<file path="src/sv/aopt_pkg.sv">
// Shared constants, register codes and the arctangent table of the pose tracker.
package aopt_pkg;

   localparam int DATA_W = 32;
   localparam int CSR_IDX_W = 2;

   localparam logic [CSR_IDX_W-1:0] CSR_H_OFFSET = 2'd0;
   localparam logic [CSR_IDX_W-1:0] CSR_V_OFFSET = 2'd1;

   localparam logic [33:0] Q30_PI = 34'd3373259426;
   localparam logic [33:0] Q30_HALF_PI = 34'd1686629713;
   localparam logic [33:0] Q30_TWO_PI = 34'd6746518852;
   localparam logic [31:0] Q30_GAIN = 32'd652032874;

   function automatic logic [29:0] atan_q30(input logic [4:0] idx);
      logic [29:0] v;
      case (idx)
         5'd0: v = 30'd843314856;
         5'd1: v = 30'd497837829;
         5'd2: v = 30'd263043836;
         5'd3: v = 30'd133525158;
         5'd4: v = 30'd67021686;
         5'd5: v = 30'd33543515;
         5'd6: v = 30'd16775850;
         5'd7: v = 30'd8388437;
         5'd8: v = 30'd4194282;
         5'd9: v = 30'd2097149;
         5'd10: v = 30'd1048575;
         5'd11: v = 30'd524287;
         5'd12: v = 30'd262143;
         5'd13: v = 30'd131071;
         5'd14: v = 30'd65535;
         5'd15: v = 30'd32767;
         5'd16: v = 30'd16383;
         5'd17: v = 30'd8191;
         5'd18: v = 30'd4095;
         5'd19: v = 30'd2047;
         5'd20: v = 30'd1023;
         5'd21: v = 30'd511;
         5'd22: v = 30'd255;
         5'd23: v = 30'd127;
         default: v = 30'd0;
      endcase
      return v;
   endfunction

endpackage

</file>
<file path="src/sv/aopt_req_if.sv">
// Sample channel: wheel distances and heading.
interface aopt_req_if;
   logic valid;
   logic ready;
   logic signed [aopt_pkg::DATA_W-1:0] vertical_distance;
   logic signed [aopt_pkg::DATA_W-1:0] horizontal_distance;
   logic signed [aopt_pkg::DATA_W-1:0] heading_reading;
   modport source(output valid, vertical_distance, horizontal_distance, heading_reading,
                  input ready);
   modport sink(input valid, vertical_distance, horizontal_distance, heading_reading,
                output ready);
endinterface

</file>
<file path="src/sv/aopt_rsp_if.sv">
// Pose channel: updated position and heading.
interface aopt_rsp_if;
   logic valid;
   logic ready;
   logic signed [aopt_pkg::DATA_W-1:0] position_x;
   logic signed [aopt_pkg::DATA_W-1:0] position_y;
   logic signed [aopt_pkg::DATA_W-1:0] heading_out;
   modport source(output valid, position_x, position_y, heading_out, input ready);
   modport sink(input valid, position_x, position_y, heading_out, output ready);
endinterface

</file>
<file path="src/sv/arc_odometry_pose_tracker.sv">
// Top level of the arc odometry pose tracker.
// Usage:
//  req_ch carries one sample word: vertical and horizontal wheel travel and the
//  absolute heading. rsp_ch returns one pose word per sample: x, y and heading.
//  csr_we/csr_index/csr_data write the wheel offsets (0 sideways, 1 forward);
//  write them only while no sample is in flight.
//  One sample at a time. A sample runs the shared CORDIC twice, overlapping
//  both serial dividers, then three rounds on two bit-serial multipliers (two
//  when the heading does not change), plus the sequencing states; the serial
//  CORDIC and multipliers do most of the work of each sample.
//  Reset clears the pose, the stored wheel readings and the offsets.
//  The result sits in an output register; the next sample is taken while it
//  waits. If rsp_ch stalls when a new pose is done, the sequencer holds it
//  until the register frees.
module arc_odometry_pose_tracker #(
   parameter int FRAC_BITS = 16,
   parameter int CORDIC_STEPS = 16
) (
   input  logic                           clock,
   input  logic                           reset,
   aopt_req_if.sink                       req_ch,
   aopt_rsp_if.source                     rsp_ch,
   input  logic                           csr_we,
   input  logic [aopt_pkg::CSR_IDX_W-1:0] csr_index,
   input  logic [aopt_pkg::DATA_W-1:0]    csr_data
);
   localparam logic [2:0] S_IDLE = 3'd0;
   localparam logic [2:0] S_CORD1 = 3'd1;
   localparam logic [2:0] S_WAIT = 3'd2;
   localparam logic [2:0] S_CHORD = 3'd3;
   localparam logic [2:0] S_ROT1 = 3'd4;
   localparam logic [2:0] S_ROT2 = 3'd5;
   localparam logic [2:0] S_OUT = 3'd6;

   logic [2:0]  state_ff, state_in;
   logic [31:0] off_h_ff, off_v_ff, last_v_ff, last_h_ff;
   logic [31:0] pose_x_ff, pose_x_in, pose_y_ff, pose_y_in, pose_heading_ff, pose_heading_in;
   logic [31:0] head_ff, dh_ff, dv_ff, mean_ff, s_half_ff, lx_ff, ly_ff, lx_in, ly_in;
   logic        dt_zero_ff;
   logic [64:0] accx_ff, accx_in, diff;
   logic        rsp_valid_ff, rsp_valid_in, out_load;
   logic [31:0] out_x_ff, out_y_ff, out_h_ff;
   logic        accept;
   logic [31:0] dv_c, dh_c, dt_c, half_c, term_h, term_v;

   logic        cord_start, cord_busy;
   logic [31:0] cord_angle, cord_sin, cord_cos;
   logic        div_start, div0_busy, div1_busy;
   logic [31:0] div0_q, div1_q;
   logic        mul_start, mul0_busy, mul1_busy;
   logic [31:0] m0_a, m0_b, m1_a, m1_b;
   logic [63:0] p0, p1;

   aopt_cordic #(.FRAC_BITS(FRAC_BITS), .CORDIC_STEPS(CORDIC_STEPS)) u_cordic (
      .clock(clock), .reset(reset), .start(cord_start), .angle(cord_angle),
      .busy(cord_busy), .sin_q(cord_sin), .cos_q(cord_cos));
   aopt_div #(.FRAC_BITS(FRAC_BITS)) u_div_h (
      .clock(clock), .reset(reset), .start(div_start), .dividend(dh_c), .divisor(dt_c),
      .busy(div0_busy), .quotient(div0_q));
   aopt_div #(.FRAC_BITS(FRAC_BITS)) u_div_v (
      .clock(clock), .reset(reset), .start(div_start), .dividend(dv_c), .divisor(dt_c),
      .busy(div1_busy), .quotient(div1_q));
   aopt_mul u_mul0 (
      .clock(clock), .reset(reset), .start(mul_start), .a(m0_a), .b(m0_b),
      .busy(mul0_busy), .product(p0));
   aopt_mul u_mul1 (
      .clock(clock), .reset(reset), .start(mul_start), .a(m1_a), .b(m1_b),
      .busy(mul1_busy), .product(p1));

   assign req_ch.ready = (state_ff == S_IDLE);
   assign accept = req_ch.valid && req_ch.ready;

   always_comb begin
      dv_c = req_ch.vertical_distance - last_v_ff;
      dh_c = req_ch.horizontal_distance - last_h_ff;
      dt_c = req_ch.heading_reading - pose_heading_ff;
      half_c = {dt_c[31], dt_c[31:1]};
      term_h = div0_q + off_h_ff;
      term_v = div1_q + off_v_ff;
      diff = {p0[63], p0} - {p1[63], p1};
      out_load = 1'b0;
      state_in = state_ff;
      cord_start = 1'b0;
      cord_angle = half_c;
      div_start = 1'b0;
      mul_start = 1'b0;
      m0_a = lx_ff;
      m0_b = cord_cos;
      m1_a = ly_ff;
      m1_b = cord_sin;
      lx_in = lx_ff;
      ly_in = ly_ff;
      accx_in = accx_ff;
      pose_x_in = pose_x_ff;
      pose_y_in = pose_y_ff;
      pose_heading_in = pose_heading_ff;
      unique case (state_ff)
         S_IDLE: begin
            if (accept) begin
               cord_start = 1'b1;
               div_start = 1'b1;
               state_in = S_CORD1;
            end
         end
         S_CORD1: begin
            if (!cord_busy) begin
               cord_start = 1'b1;
               cord_angle = mean_ff;
               state_in = S_WAIT;
            end
         end
         S_WAIT: begin
            if (!cord_busy && !div0_busy && !div1_busy) begin
               mul_start = 1'b1;
               if (dt_zero_ff) begin
                  lx_in = dh_ff;
                  ly_in = dv_ff;
                  m0_a = dh_ff;
                  m1_a = dv_ff;
                  state_in = S_ROT1;
               end else begin
                  m0_a = term_h;
                  m0_b = s_half_ff;
                  m1_a = term_v;
                  m1_b = s_half_ff;
                  state_in = S_CHORD;
               end
            end
         end
         S_CHORD: begin
            if (!mul0_busy && !mul1_busy) begin
               lx_in = p0[60:29];
               ly_in = p1[60:29];
               m0_a = lx_in;
               m1_a = ly_in;
               mul_start = 1'b1;
               state_in = S_ROT1;
            end
         end
         S_ROT1: begin
            if (!mul0_busy && !mul1_busy) begin
               accx_in = {p0[63], p0} + {p1[63], p1};
               m0_a = ly_ff;
               m1_a = lx_ff;
               mul_start = 1'b1;
               state_in = S_ROT2;
            end
         end
         S_ROT2: begin
            if (!mul0_busy && !mul1_busy) begin
               pose_x_in = pose_x_ff + accx_ff[61:30];
               pose_y_in = pose_y_ff + diff[61:30];
               pose_heading_in = head_ff;
               state_in = S_OUT;
            end
         end
         S_OUT: begin
            if (!rsp_valid_ff || rsp_ch.ready) begin
               out_load = 1'b1;
               state_in = S_IDLE;
            end
         end
         default: state_in = S_IDLE;
      endcase
      rsp_valid_in = rsp_valid_ff;
      if (out_load) rsp_valid_in = 1'b1;
      else if (rsp_ch.ready) rsp_valid_in = 1'b0;
   end

   always_ff @(posedge clock) begin
      if (reset) begin
         state_ff <= S_IDLE;
         rsp_valid_ff <= 1'b0;
         off_h_ff <= '0;
         off_v_ff <= '0;
         last_v_ff <= '0;
         last_h_ff <= '0;
         pose_x_ff <= '0;
         pose_y_ff <= '0;
         pose_heading_ff <= '0;
      end else begin
         state_ff <= state_in;
         rsp_valid_ff <= rsp_valid_in;
         if (csr_we) begin
            unique case (csr_index)
               aopt_pkg::CSR_H_OFFSET: off_h_ff <= csr_data;
               aopt_pkg::CSR_V_OFFSET: off_v_ff <= csr_data;
               default: ;
            endcase
         end
         if (accept) begin
            last_v_ff <= req_ch.vertical_distance;
            last_h_ff <= req_ch.horizontal_distance;
         end
         pose_x_ff <= pose_x_in;
         pose_y_ff <= pose_y_in;
         pose_heading_ff <= pose_heading_in;
      end
      if (accept) begin
         head_ff <= req_ch.heading_reading;
         dh_ff <= dh_c;
         dv_ff <= dv_c;
         dt_zero_ff <= (dt_c == '0);
         mean_ff <= pose_heading_ff + half_c;
      end
      if (state_ff == S_CORD1 && !cord_busy) s_half_ff <= cord_sin;
      lx_ff <= lx_in;
      ly_ff <= ly_in;
      accx_ff <= accx_in;
      if (out_load) begin
         out_x_ff <= pose_x_ff;
         out_y_ff <= pose_y_ff;
         out_h_ff <= pose_heading_ff;
      end
   end

   assign rsp_ch.valid = rsp_valid_ff;
   assign rsp_ch.position_x = out_x_ff;
   assign rsp_ch.position_y = out_y_ff;
   assign rsp_ch.heading_out = out_h_ff;

   a_units_idle: assert property (@(posedge clock) disable iff (reset)
      (state_ff == S_IDLE) |->
         (!cord_busy && !div0_busy && !div1_busy && !mul0_busy && !mul1_busy))
      else $error("arithmetic unit busy while sequencer idle");
   a_head_out: assert property (@(posedge clock) disable iff (reset)
      $rose(rsp_valid_ff) |-> (rsp_ch.heading_out == pose_heading_ff))
      else $error("heading word does not match stored heading");
   a_out_load: assert property (@(posedge clock) disable iff (reset)
      out_load |=> (rsp_ch.valid && rsp_ch.position_x == pose_x_ff
                    && rsp_ch.position_y == pose_y_ff))
      else $error("pose word not loaded from stored pose");
endmodule

</file>
<file path="src/sv/aopt_div.sv">
// Bit-serial restoring divider: (dividend * 2^FRAC_BITS) / divisor, truncated, low 32 bits.
module aopt_div #(
   parameter int FRAC_BITS = 16
) (
   input  logic        clock,
   input  logic        reset,
   input  logic        start,
   input  logic [31:0] dividend,
   input  logic [31:0] divisor,
   output logic        busy,
   output logic [31:0] quotient
);
   localparam int NW = 32 + FRAC_BITS;
   localparam int CW = $clog2(NW + 1);

   logic          busy_ff, busy_in;
   logic [CW-1:0] cnt_ff, cnt_in;
   logic [NW-1:0] num_ff, num_in;
   logic [31:0]   rem_ff, rem_in;
   logic [31:0]   den_ff, den_in;
   logic          neg_ff, neg_in;
   logic [31:0]   q_ff, q_in;
   logic [32:0]   nd_ext, nd_abs, dd_ext, dd_abs, rs;
   logic          ge;

   always_comb begin
      nd_ext = {dividend[31], dividend};
      nd_abs = nd_ext[32] ? -nd_ext : nd_ext;
      dd_ext = {divisor[31], divisor};
      dd_abs = dd_ext[32] ? -dd_ext : dd_ext;
      rs = {rem_ff, num_ff[NW-1]};
      ge = rs >= {1'b0, den_ff};
      busy_in = busy_ff;
      cnt_in = cnt_ff;
      num_in = num_ff;
      rem_in = rem_ff;
      den_in = den_ff;
      neg_in = neg_ff;
      q_in = q_ff;
      if (start) begin
         busy_in = 1'b1;
         cnt_in = CW'(NW);
         num_in = NW'(nd_abs) << FRAC_BITS;
         rem_in = '0;
         den_in = dd_abs[31:0];
         neg_in = dividend[31] ^ divisor[31];
      end else if (busy_ff) begin
         rem_in = ge ? 32'(rs - {1'b0, den_ff}) : rs[31:0];
         num_in = {num_ff[NW-2:0], ge};
         cnt_in = cnt_ff - 1'b1;
         if (cnt_ff == CW'(1)) begin
            busy_in = 1'b0;
            q_in = neg_ff ? -num_in[31:0] : num_in[31:0];
         end
      end
   end

   always_ff @(posedge clock) begin
      if (reset) begin
         busy_ff <= 1'b0;
      end else begin
         busy_ff <= busy_in;
      end
      cnt_ff <= cnt_in;
      num_ff <= num_in;
      rem_ff <= rem_in;
      den_ff <= den_in;
      neg_ff <= neg_in;
      q_ff <= q_in;
   end

   assign busy = busy_ff;
   assign quotient = q_ff;
endmodule

</file>
<file path="src/sv/aopt_mul.sv">
// Bit-serial signed shift-add multiplier, one multiplier bit per cycle.
module aopt_mul (
   input  logic        clock,
   input  logic        reset,
   input  logic        start,
   input  logic [31:0] a,
   input  logic [31:0] b,
   output logic        busy,
   output logic [63:0] product
);
   logic               busy_ff, busy_in;
   logic [4:0]         cnt_ff, cnt_in;
   logic [31:0]        a_ff, a_in;
   logic signed [32:0] hi_ff, hi_in;
   logic [31:0]        lo_ff, lo_in;
   logic signed [32:0] a_ext, addend, t;

   always_comb begin
      a_ext = {a_ff[31], a_ff};
      addend = '0;
      if (lo_ff[0]) addend = (cnt_ff == 5'd31) ? -a_ext : a_ext;
      t = hi_ff + addend;
      busy_in = busy_ff;
      cnt_in = cnt_ff;
      a_in = a_ff;
      hi_in = hi_ff;
      lo_in = lo_ff;
      if (start) begin
         busy_in = 1'b1;
         cnt_in = '0;
         a_in = a;
         hi_in = '0;
         lo_in = b;
      end else if (busy_ff) begin
         hi_in = {t[32], t[32:1]};
         lo_in = {t[0], lo_ff[31:1]};
         cnt_in = cnt_ff + 1'b1;
         if (cnt_ff == 5'd31) busy_in = 1'b0;
      end
   end

   always_ff @(posedge clock) begin
      if (reset) begin
         busy_ff <= 1'b0;
      end else begin
         busy_ff <= busy_in;
      end
      cnt_ff <= cnt_in;
      a_ff <= a_in;
      hi_ff <= hi_in;
      lo_ff <= lo_in;
   end

   assign busy = busy_ff;
   assign product = {hi_ff[31:0], lo_ff};
endmodule

</file>
<file path="src/sv/aopt_cordic.sv">
// Iterative CORDIC sine/cosine in Q30 with serial modulo-2pi range reduction.
module aopt_cordic #(
   parameter int FRAC_BITS = 16,
   parameter int CORDIC_STEPS = 16
) (
   input  logic        clock,
   input  logic        reset,
   input  logic        start,
   input  logic [31:0] angle,
   output logic        busy,
   output logic [31:0] sin_q,
   output logic [31:0] cos_q
);
   localparam int MW = 63 - FRAC_BITS;
   localparam int RED_N = 30 - FRAC_BITS;
   localparam int RW = $clog2(RED_N + 1);
   localparam int IW = $clog2(CORDIC_STEPS);
   localparam int ZR = 36;
   localparam logic [MW-1:0] M0 = MW'(aopt_pkg::Q30_TWO_PI) << (RED_N - 1);
   localparam logic signed [ZR-1:0] ZPI = ZR'(aopt_pkg::Q30_PI);
   localparam logic signed [ZR-1:0] ZHPI = ZR'(aopt_pkg::Q30_HALF_PI);
   localparam logic signed [ZR-1:0] Z2PI = ZR'(aopt_pkg::Q30_TWO_PI);

   localparam logic [1:0] P_IDLE = 2'd0;
   localparam logic [1:0] P_RED = 2'd1;
   localparam logic [1:0] P_FOLD = 2'd2;
   localparam logic [1:0] P_ROT = 2'd3;

   logic [1:0]            ph_ff, ph_in;
   logic [RW-1:0]         rc_ff, rc_in;
   logic [IW-1:0]         i_ff, i_in;
   logic [MW-1:0]         r_ff, r_in, m_ff, m_in;
   logic                  neg_ff, neg_in, flip_ff, flip_in;
   logic signed [ZR-1:0]  z_ff, z_in, z0, z1;
   logic signed [31:0]    x_ff, x_in, y_ff, y_in, xs, ys;
   logic [31:0]           s_ff, s_in, c_ff, c_in;
   logic [32:0]           a_ext, a_abs;
   logic signed [ZR-1:0]  at;

   always_comb begin
      a_ext = {angle[31], angle};
      a_abs = a_ext[32] ? -a_ext : a_ext;
      z0 = neg_ff ? -ZR'(r_ff[33:0]) : ZR'(r_ff[33:0]);
      z1 = z0;
      if (z0 > ZPI) z1 = z0 - Z2PI;
      else if (z0 < -ZPI) z1 = z0 + Z2PI;
      xs = x_ff >>> i_ff;
      ys = y_ff >>> i_ff;
      at = ZR'(aopt_pkg::atan_q30(5'(i_ff)));
      ph_in = ph_ff;
      rc_in = rc_ff;
      i_in = i_ff;
      r_in = r_ff;
      m_in = m_ff;
      neg_in = neg_ff;
      flip_in = flip_ff;
      z_in = z_ff;
      x_in = x_ff;
      y_in = y_ff;
      s_in = s_ff;
      c_in = c_ff;
      unique case (ph_ff)
         P_IDLE: begin
            if (start) begin
               ph_in = P_RED;
               rc_in = RW'(RED_N);
               r_in = MW'(a_abs) << (30 - FRAC_BITS);
               m_in = M0;
               neg_in = angle[31];
            end
         end
         P_RED: begin
            if (r_ff >= m_ff) r_in = r_ff - m_ff;
            m_in = m_ff >> 1;
            rc_in = rc_ff - 1'b1;
            if (rc_ff == RW'(1)) ph_in = P_FOLD;
         end
         P_FOLD: begin
            flip_in = 1'b0;
            z_in = z1;
            if (z1 > ZHPI) begin
               z_in = z1 - ZPI;
               flip_in = 1'b1;
            end else if (z1 < -ZHPI) begin
               z_in = z1 + ZPI;
               flip_in = 1'b1;
            end
            x_in = aopt_pkg::Q30_GAIN;
            y_in = '0;
            i_in = '0;
            ph_in = P_ROT;
         end
         P_ROT: begin
            if (!z_ff[ZR-1]) begin
               x_in = x_ff - ys;
               y_in = y_ff + xs;
               z_in = z_ff - at;
            end else begin
               x_in = x_ff + ys;
               y_in = y_ff - xs;
               z_in = z_ff + at;
            end
            i_in = i_ff + 1'b1;
            if (i_ff == IW'(CORDIC_STEPS - 1)) begin
               ph_in = P_IDLE;
               s_in = flip_ff ? -y_in : y_in;
               c_in = flip_ff ? -x_in : x_in;
            end
         end
         default: ph_in = P_IDLE;
      endcase
   end

   always_ff @(posedge clock) begin
      if (reset) begin
         ph_ff <= P_IDLE;
      end else begin
         ph_ff <= ph_in;
      end
      rc_ff <= rc_in;
      i_ff <= i_in;
      r_ff <= r_in;
      m_ff <= m_in;
      neg_ff <= neg_in;
      flip_ff <= flip_in;
      z_ff <= z_in;
      x_ff <= x_in;
      y_ff <= y_in;
      s_ff <= s_in;
      c_ff <= c_in;
   end

   assign busy = (ph_ff != P_IDLE);
   assign sin_q = s_ff;
   assign cos_q = c_ff;
endmodule

</file>
<file path="src/flat_wrapper.sv">
// flat-port wrapper written by rule: the top's interface ports become plain ports
module arc_odometry_pose_tracker_flat 
#(
   parameter int FRAC_BITS = 16,
   parameter int CORDIC_STEPS = 16
)
  (clock, reset, csr_we, csr_index, csr_data, req_ch_valid, req_ch_vertical_distance, req_ch_horizontal_distance, req_ch_heading_reading, req_ch_ready, rsp_ch_valid, rsp_ch_position_x, rsp_ch_position_y, rsp_ch_heading_out, rsp_ch_ready);
  aopt_req_if req_ch_i ();
  aopt_rsp_if rsp_ch_i ();
  input  logic clock;
  input  logic reset;
  input  logic csr_we;
  input  logic [aopt_pkg::CSR_IDX_W-1:0] csr_index;
  input  logic [aopt_pkg::DATA_W-1:0] csr_data;
  input wire logic [$bits(req_ch_i.valid)-1:0] req_ch_valid;
  input wire logic [$bits(req_ch_i.vertical_distance)-1:0] req_ch_vertical_distance;
  input wire logic [$bits(req_ch_i.horizontal_distance)-1:0] req_ch_horizontal_distance;
  input wire logic [$bits(req_ch_i.heading_reading)-1:0] req_ch_heading_reading;
  output wire logic [$bits(req_ch_i.ready)-1:0] req_ch_ready;
  output wire logic [$bits(rsp_ch_i.valid)-1:0] rsp_ch_valid;
  output wire logic [$bits(rsp_ch_i.position_x)-1:0] rsp_ch_position_x;
  output wire logic [$bits(rsp_ch_i.position_y)-1:0] rsp_ch_position_y;
  output wire logic [$bits(rsp_ch_i.heading_out)-1:0] rsp_ch_heading_out;
  input wire logic [$bits(rsp_ch_i.ready)-1:0] rsp_ch_ready;
  assign req_ch_i.valid = req_ch_valid;
  assign req_ch_i.vertical_distance = req_ch_vertical_distance;
  assign req_ch_i.horizontal_distance = req_ch_horizontal_distance;
  assign req_ch_i.heading_reading = req_ch_heading_reading;
  assign req_ch_ready = req_ch_i.ready;
  assign rsp_ch_valid = rsp_ch_i.valid;
  assign rsp_ch_position_x = rsp_ch_i.position_x;
  assign rsp_ch_position_y = rsp_ch_i.position_y;
  assign rsp_ch_heading_out = rsp_ch_i.heading_out;
  assign rsp_ch_i.ready = rsp_ch_ready;
  arc_odometry_pose_tracker #(.FRAC_BITS(FRAC_BITS), .CORDIC_STEPS(CORDIC_STEPS)) u_core (.clock(clock), .reset(reset), .req_ch(req_ch_i), .rsp_ch(rsp_ch_i), .csr_we(csr_we), .csr_index(csr_index), .csr_data(csr_data));
endmodule
</file>
<file path="config.mk">
export PLATFORM = sky130hd
export DESIGN_NAME = arc_odometry_pose_tracker_flat
export DESIGN_NICKNAME = d
export VERILOG_FILES = /design/src/sv/aopt_pkg.sv /design/src/sv/aopt_req_if.sv /design/src/sv/aopt_rsp_if.sv /design/src/sv/arc_odometry_pose_tracker.sv /design/src/sv/aopt_div.sv /design/src/sv/aopt_mul.sv /design/src/sv/aopt_cordic.sv /design/src/flat_wrapper.sv
export SDC_FILE = /design/constraint.sdc
export NUM_CORES = 2
export LEC_CHECK = 0
export BUFFER_PORTS_ARGS = -buffer_cell sky130_fd_sc_hd__buf_2
export CORE_MARGIN = 5
export CORE_UTILIZATION = 50
export DETAILED_ROUTE_END_ITERATION = 10
export PLACE_DENSITY_LB_ADDON = 0.3
export SKIP_CTS_REPAIR_TIMING = 1
export SYNTH_ARGS = -nofsm -noshare
export SYNTH_HDL_FRONTEND = slang
export SYNTH_SLANG_ARGS = --single-unit
</file>
<file path="constraint.sdc">
create_clock -name clock -period 14.75 [get_ports clock]
set_input_delay 0.7375 -clock clock [delete_from_list [all_inputs] [get_ports clock]]
set_output_delay 0.7375 -clock clock [all_outputs]
set_load 0.02 [all_outputs]
</file>
# Word level (Yosys, flattened, before mapping)
# Memory sizes are Yosys's and may differ from the RTL's. A register that Yosys moved wholly into a read port is not among the register bits.
# Index checks and enable logic that the tools add are counted.
# totals
latchBits,0
romBits,480
output_inout_bits,98
regBits,1357
n_memories,1
mem_bits_rw,0
# mem_list
name,words,width,rd,rd_ports_with_merged_regs,wr,line_no,text
(name not given),16,30,1,1,0,aopt_pkg.sv:17,case (idx)
# classes
magnitude_cmp,7
n_eq_ne,28
bitwise,3
n_mul,0
div,0
addsub,42
shift,2
n_reduce_logical,39
mux,105
# op_table
operator,count
2-to-1 mux 32 bit,36
case mux 32 bit (2 select lines),4
adder 32 bit,7
negation 32 bit,7
subtractor 32 bit,7
2-to-1 mux 36 bit,6
2-to-1 mux 48 bit,4
case mux 32 bit (3 select lines),2
case mux 47 bit (2 select lines),2
2-to-1 mux 33 bit,5
2-to-1 mux 47 bit,3
case mux 36 bit (2 select lines),1
adder 32 x 33 -> 33 bit,2
>= comparator 33 x 32 -> 1 bit,2
negation 32 -> 33 bit,2
>>> shifter 32 x 4 -> 32 bit,2
adder 62 bit,1
subtractor 62 bit,1
>= comparator 47 bit,1
subtractor 47 bit,1
adder 36 x 31 -> 36 bit,1
"adder 36 x 33 -> 36 bit, second input constant",1
"adder 36 x 34 -> 36 bit, second input constant",1
"> comparator 36 x 32 -> 1 bit, second input constant",1
other kinds (45),126

# Longest topological paths before layout
# depth
ltp_word,9
ltp_mapped,32
mapped_depth_nobuf,31

# Modules after synthesis
# Synthesis repeated with hierarchy kept, for this count alone.
# unflattened
cells_unflattened,11450
area_unflattened_um2,101845.2
# by_module_without_submodules
mod,n_inst,cells_each,area_each_um2
arc_odometry_pose_tracker,1,4755,40337.4
aopt_cordic,1,3601,30750.7
aopt_div,2,927,9072.5
aopt_mul,2,620,6306.0

# Least setup slack after synthesis
# No wires, ideal clock.
# synth_timing
path_type,reg2reg
startpoint,register u_core.u_cordic.i_ff[0]
endpoint,"register u_core.u_cordic.c_ff[31], in the netlist u_core.u_cordic.cos_q[31] (data pin)"
setup_slack_ns,6.167
n_path_buf,5
arrival_time_ns,8.321
required_time_ns,14.488
synth_period_minus_slack_ns,8.583
path_stages_with_launch,33
path_cell_list,edfxtp_1 -> clkbuf_1 -> buf_1 -> clkbuf_1 -> clkbuf_1 -> clkbuf_1 -> mux4_2 -> mux2i_1 -> nand2_1 -> o21ai_0 -> and3_1 -> nand2_1 -> nor3b_1 -> nor2_1 -> xnor2_1 -> ha_1 -> o21a_1 -> o21a_1 -> o21ai_0 -> nand2b_1 -> a21oi_1 -> inv_1 -> a31oi_1 -> xnor2_1 -> or4b_2 -> a2111oi_0 -> o21ai_0 -> or4_1 -> or3_1 -> or3_1 -> nor3_1 -> a31oi_1 -> xnor2_1
# synth_via
elab_chain_cells,6
# synth_lines
element,line_no,text
"start, declared",aopt_cordic.sv:31,"logic [IW-1:0] i_ff, i_in;"
"start signal, assigned",aopt_cordic.sv:121,i_ff <= i_in;
>>> shifter 32 x 4 -> 32 bit *,aopt_cordic.sv:48,ys = y_ff >>> i_ff;
subtractor 32 bit or adder 32 bit (tied branches),"aopt_cordic.sv:95, aopt_cordic.sv:99",
2-to-1 mux 32 bit *,aopt_cordic.sv:94,if (!z_ff[ZR-1]) begin
2-to-1 mux 32 bit *,aopt_cordic.sv:62,unique case (ph_ff)
negation 32 bit,aopt_cordic.sv:107,c_in = flip_ff ? -x_in : x_in;
2-to-1 mux 32 bit *,aopt_cordic.sv:107,
"end signal, assigned",aopt_cordic.sv:130,c_ff <= c_in;
"end, declared",aopt_cordic.sv:36,"logic [31:0] s_ff, s_in, c_ff, c_in;"
# Every way passes the cells marked *; elsewhere a longest branch is shown, timed or not. The select of a mux whose other input is x is not followed.
# A chain may end at the register's enable or synchronous reset.

# Worst setup path in the final report
# Ends and elaborated chain as after synthesis.

==> out/results.ini <==
[yosys]
synth-edff-count = 910
yosys_register_bits = 1355
synth_cell_type_count = 109
syn_area_um2 = 95100
synthArstFlopShare = 0
synth_nets = 11568
yosys_warnings = 0
ys.flop_type = edfxtp_1
synth-seq-area-share = 0.381
postSynthCellCount = 10735
avgSynthCellArea_um2 = 8.86

[cells_and_area]
fin_nets = 11607
most-common-layout-cells = nand2_1 (1333), nor2_1 (940), a21oi_1 (914), edfxtp_1 (910), ha_1 (680)
drive_gt1_frac = 0.0755
final_common_cell = nand2_1
layout-area-overhead-vs-synth_pct = 9.41

[floorplanning]
pin_count = 233
die_w_um = 446
die_area_um2 = 199000
coreArea_um2 = 190000
die_h_um = 446
placementRows = 160
start_util = 0.501

[timing]
fin_ws_ns = 6.39
fin_crit_ns = 8.36
timing.hold.ws_ns = 0.115
drv_slew = 0
finClkSkew_ns = 0.0573
setup_viol = 0
slew_headroom = 0.0455
rsz0062_at_grt = no
fmax_ghz = 0.120
fin_tns_setup_ns = 0
hold_viol_final = 0
worst_slew_pin_slew_ns = 1.41
period_share = 0.567

[detailed_routing]
drt-initial-drc-count = 8036
wl_per_cell_um = 22.4
via_per_inst = 6.06
highest_layer = met4
drc_errors = 0
ant_nets = 0
vias = 81418
met1_length_um = 123000
wl_met2_um = 139000
wirelength_um = 301000
dr.pass1.iters = 9
wl_met3_um = 17900

[global_routing]
grt_max_degree = 92
grt_overflow = 0
grt_pass1_wl_um = 453000
grt_pass1_vias = 77253
antenna_found_initial = 12
grt.total_usage = 0.291

[power]
power.leakage_nw = 40.5
clock_power_share = 0.156
seqPwrFrac = 0.258
powerDensity_nw_per_um2 = 250
swShare = 0.473
p_comb_frac = 0.586
p_int_w = 0.0137
p_sw_w = 0.0123
ir_drop_v = 0.000120

[worst_hold_path]
min_path_type = in -> reg

[clock_network]
clkTransAtPathRegs_ns = 0.06
cts_buffer_depth = 3
htreeDepth = 4
cts.sinks = 1355
cts_tree = built
cts_inserted_buffers = 156
insertion_delay_ns = 0.83
cts-root-buf = clkbuf_16

[place]
port_buffers = 232
place_congestion = 1.02
dpl_worst_slack_ns = 6.37
hpwl_um = 231000

[setup_path]
slowest_stage = buf_4
cp.arrival_ns = 8.91
worst_setup_path_end_kind = flop
cp.required_ns = 15.30
cp-start-kind = flop
critPathMaxStageDelay_ns = 0.77
cp_max_fo = 72
critical_path_class = reg -> reg

[run_status]
status = completed

[run]
cap_violations = 0

layout make-up:
cell class              count  area (um2)
inverters                 552        2080
clock buffers             204        4380
flip-flops and latches   1355       36200
multi-input cells        8375       55200
fillers                 16902       85700
clock inverters            86        1020
well taps                2511        3140
diodes                     11        27.5
repair buffers            334        1940
cell usage after synthesis, types with 36 or more instances:
| cell | instances | share of area |
|---|---|---|
| o221ai_1 | 36 | 0.0033 |
| or2_2 | 61 | 0.0040 |
| nand3_1 | 207 | 0.011 |
| mux4_2 | 48 | 0.011 |
| nand4_1 | 45 | 0.0030 |
| a21oi_1 | 915 | 0.048 |
| o21ai_0 | 610 | 0.032 |
| edfxtp_1 | 910 | 0.29 |
| clkbuf_1 | 379 | 0.015 |
| nor2b_1 | 77 | 0.0051 |
| nor2_1 | 948 | 0.037 |
| a211oi_1 | 110 | 0.0087 |
| and2_1 | 152 | 0.010 |
| or4_1 | 41 | 0.0032 |
| ha_1 | 682 | 0.090 |
| o21a_1 | 99 | 0.0078 |
| a21o_1 | 143 | 0.011 |
| and3_1 | 141 | 0.0093 |
| a21boi_0 | 42 | 0.0033 |
| nand2b_1 | 126 | 0.0083 |
| o31ai_1 | 98 | 0.0077 |
| xnor2_1 | 673 | 0.062 |
| xor2_1 | 269 | 0.025 |
| nor4_1 | 49 | 0.0032 |
| nand2_1 | 1336 | 0.053 |
| a22oi_1 | 50 | 0.0039 |
| a31oi_1 | 163 | 0.011 |
| inv_1 | 546 | 0.022 |
| o41ai_1 | 40 | 0.0037 |
| nor3_1 | 262 | 0.014 |
| o211ai_1 | 41 | 0.0032 |
| buf_1 | 55 | 0.0022 |
| dfxtp_1 | 445 | 0.094 |
| mux2i_1 | 193 | 0.020 |
| o21bai_1 | 62 | 0.0049 |
| or3_1 | 124 | 0.0082 |
metrics by stage:
| stage | power (W) | util | instances | cell area (um2) |
|---|---|---|---|---|
| after detailed placement | 0.0217 | 0.520 | 13127 | 98600 |
| after global placement | 0.0214 | 0.520 | 13127 | 98600 |
| after CTS | 0.0258 | 0.548 | 13417 | 104000 |
| after floorplan | 0.0175 | - | 10735 | 95100 |
| final | 0.0260 | 0.548 | 13428 | 104000 |
| after global routing | 0.0278 | 0.548 | 13422 | 104000 |
worst max-delay path: cells and delay by family (launching register included):
kind / cells / cell delay (ns)
AND/OR/NAND/NOR: 9 / 2.64
AO/OA/AOI/OAI: 8 / 2.20
multiplexers: 2 / 1.16
buffers and inverters: 2 / 0.86
adder cells (fa/ha/maj): 2 / 0.50
XOR/XNOR: 2 / 0.36
flip-flops: 1 / 0.33
power by group through the flow:
| stage | clock (W) | combinational (W) | sequential, W |
|---|---|---|---|
| after floorplan | 0 | 0.0112 | 0.00632 |
| after global placement | 0 | 0.0147 | 0.00672 |
| after detailed placement | 0 | 0.0149 | 0.00674 |
| after CTS | 0.00413 | 0.0150 | 0.00667 |
| after global routing | 0.00429 | 0.0167 | 0.00678 |
| final | 0.00406 | 0.0152 | 0.00670 |
per-layer routing:
layer	track usage	vias to the layer above
li1	-	38865
met1	0.367	39043
met2	0.478	2859
met3	0.0369	651
met4	0.179	0
met5	0	-
worst paths after layout:
check                                               start                           end  slack [ns]  cells past startpoint
worst min-delay path            req_ch_heading_reading[0]             u_core.head_ff[0]        0.12                      1
worst max register to register    u_core.u_cordic.i_ff[0]     u_core.u_cordic.cos_q[31]        6.39                     25
worst max-delay path              u_core.u_cordic.i_ff[0]     u_core.u_cordic.cos_q[31]        6.39                     25
worst min register to register       u_core.pose_y_ff[31]  u_core.rsp_ch.position_y[31]        0.44                      0
kinds of logic after synthesis:
kind of cell | synth area share
AOI/OAI and AO/OA | 0.185
xor gates and xnor gates | 0.0872
adders and majority gates | 0.0931
buffers and inverters | 0.0401
DFF | 0.381
muxes | 0.0350
and+or+nand+nor | 0.179
flip-flops by register name, indices dropped and copies added (netlist names), 36 cells and up:
signal / count
u_core.u_cordic.r_ff: 47
u_core.u_div_h.num_ff: 48
u_core.u_cordic.z_ff: 36
u_core.u_cordic.m_ff: 46
u_core.u_div_v.num_ff: 48
Power figures use the tool's default switching activity.
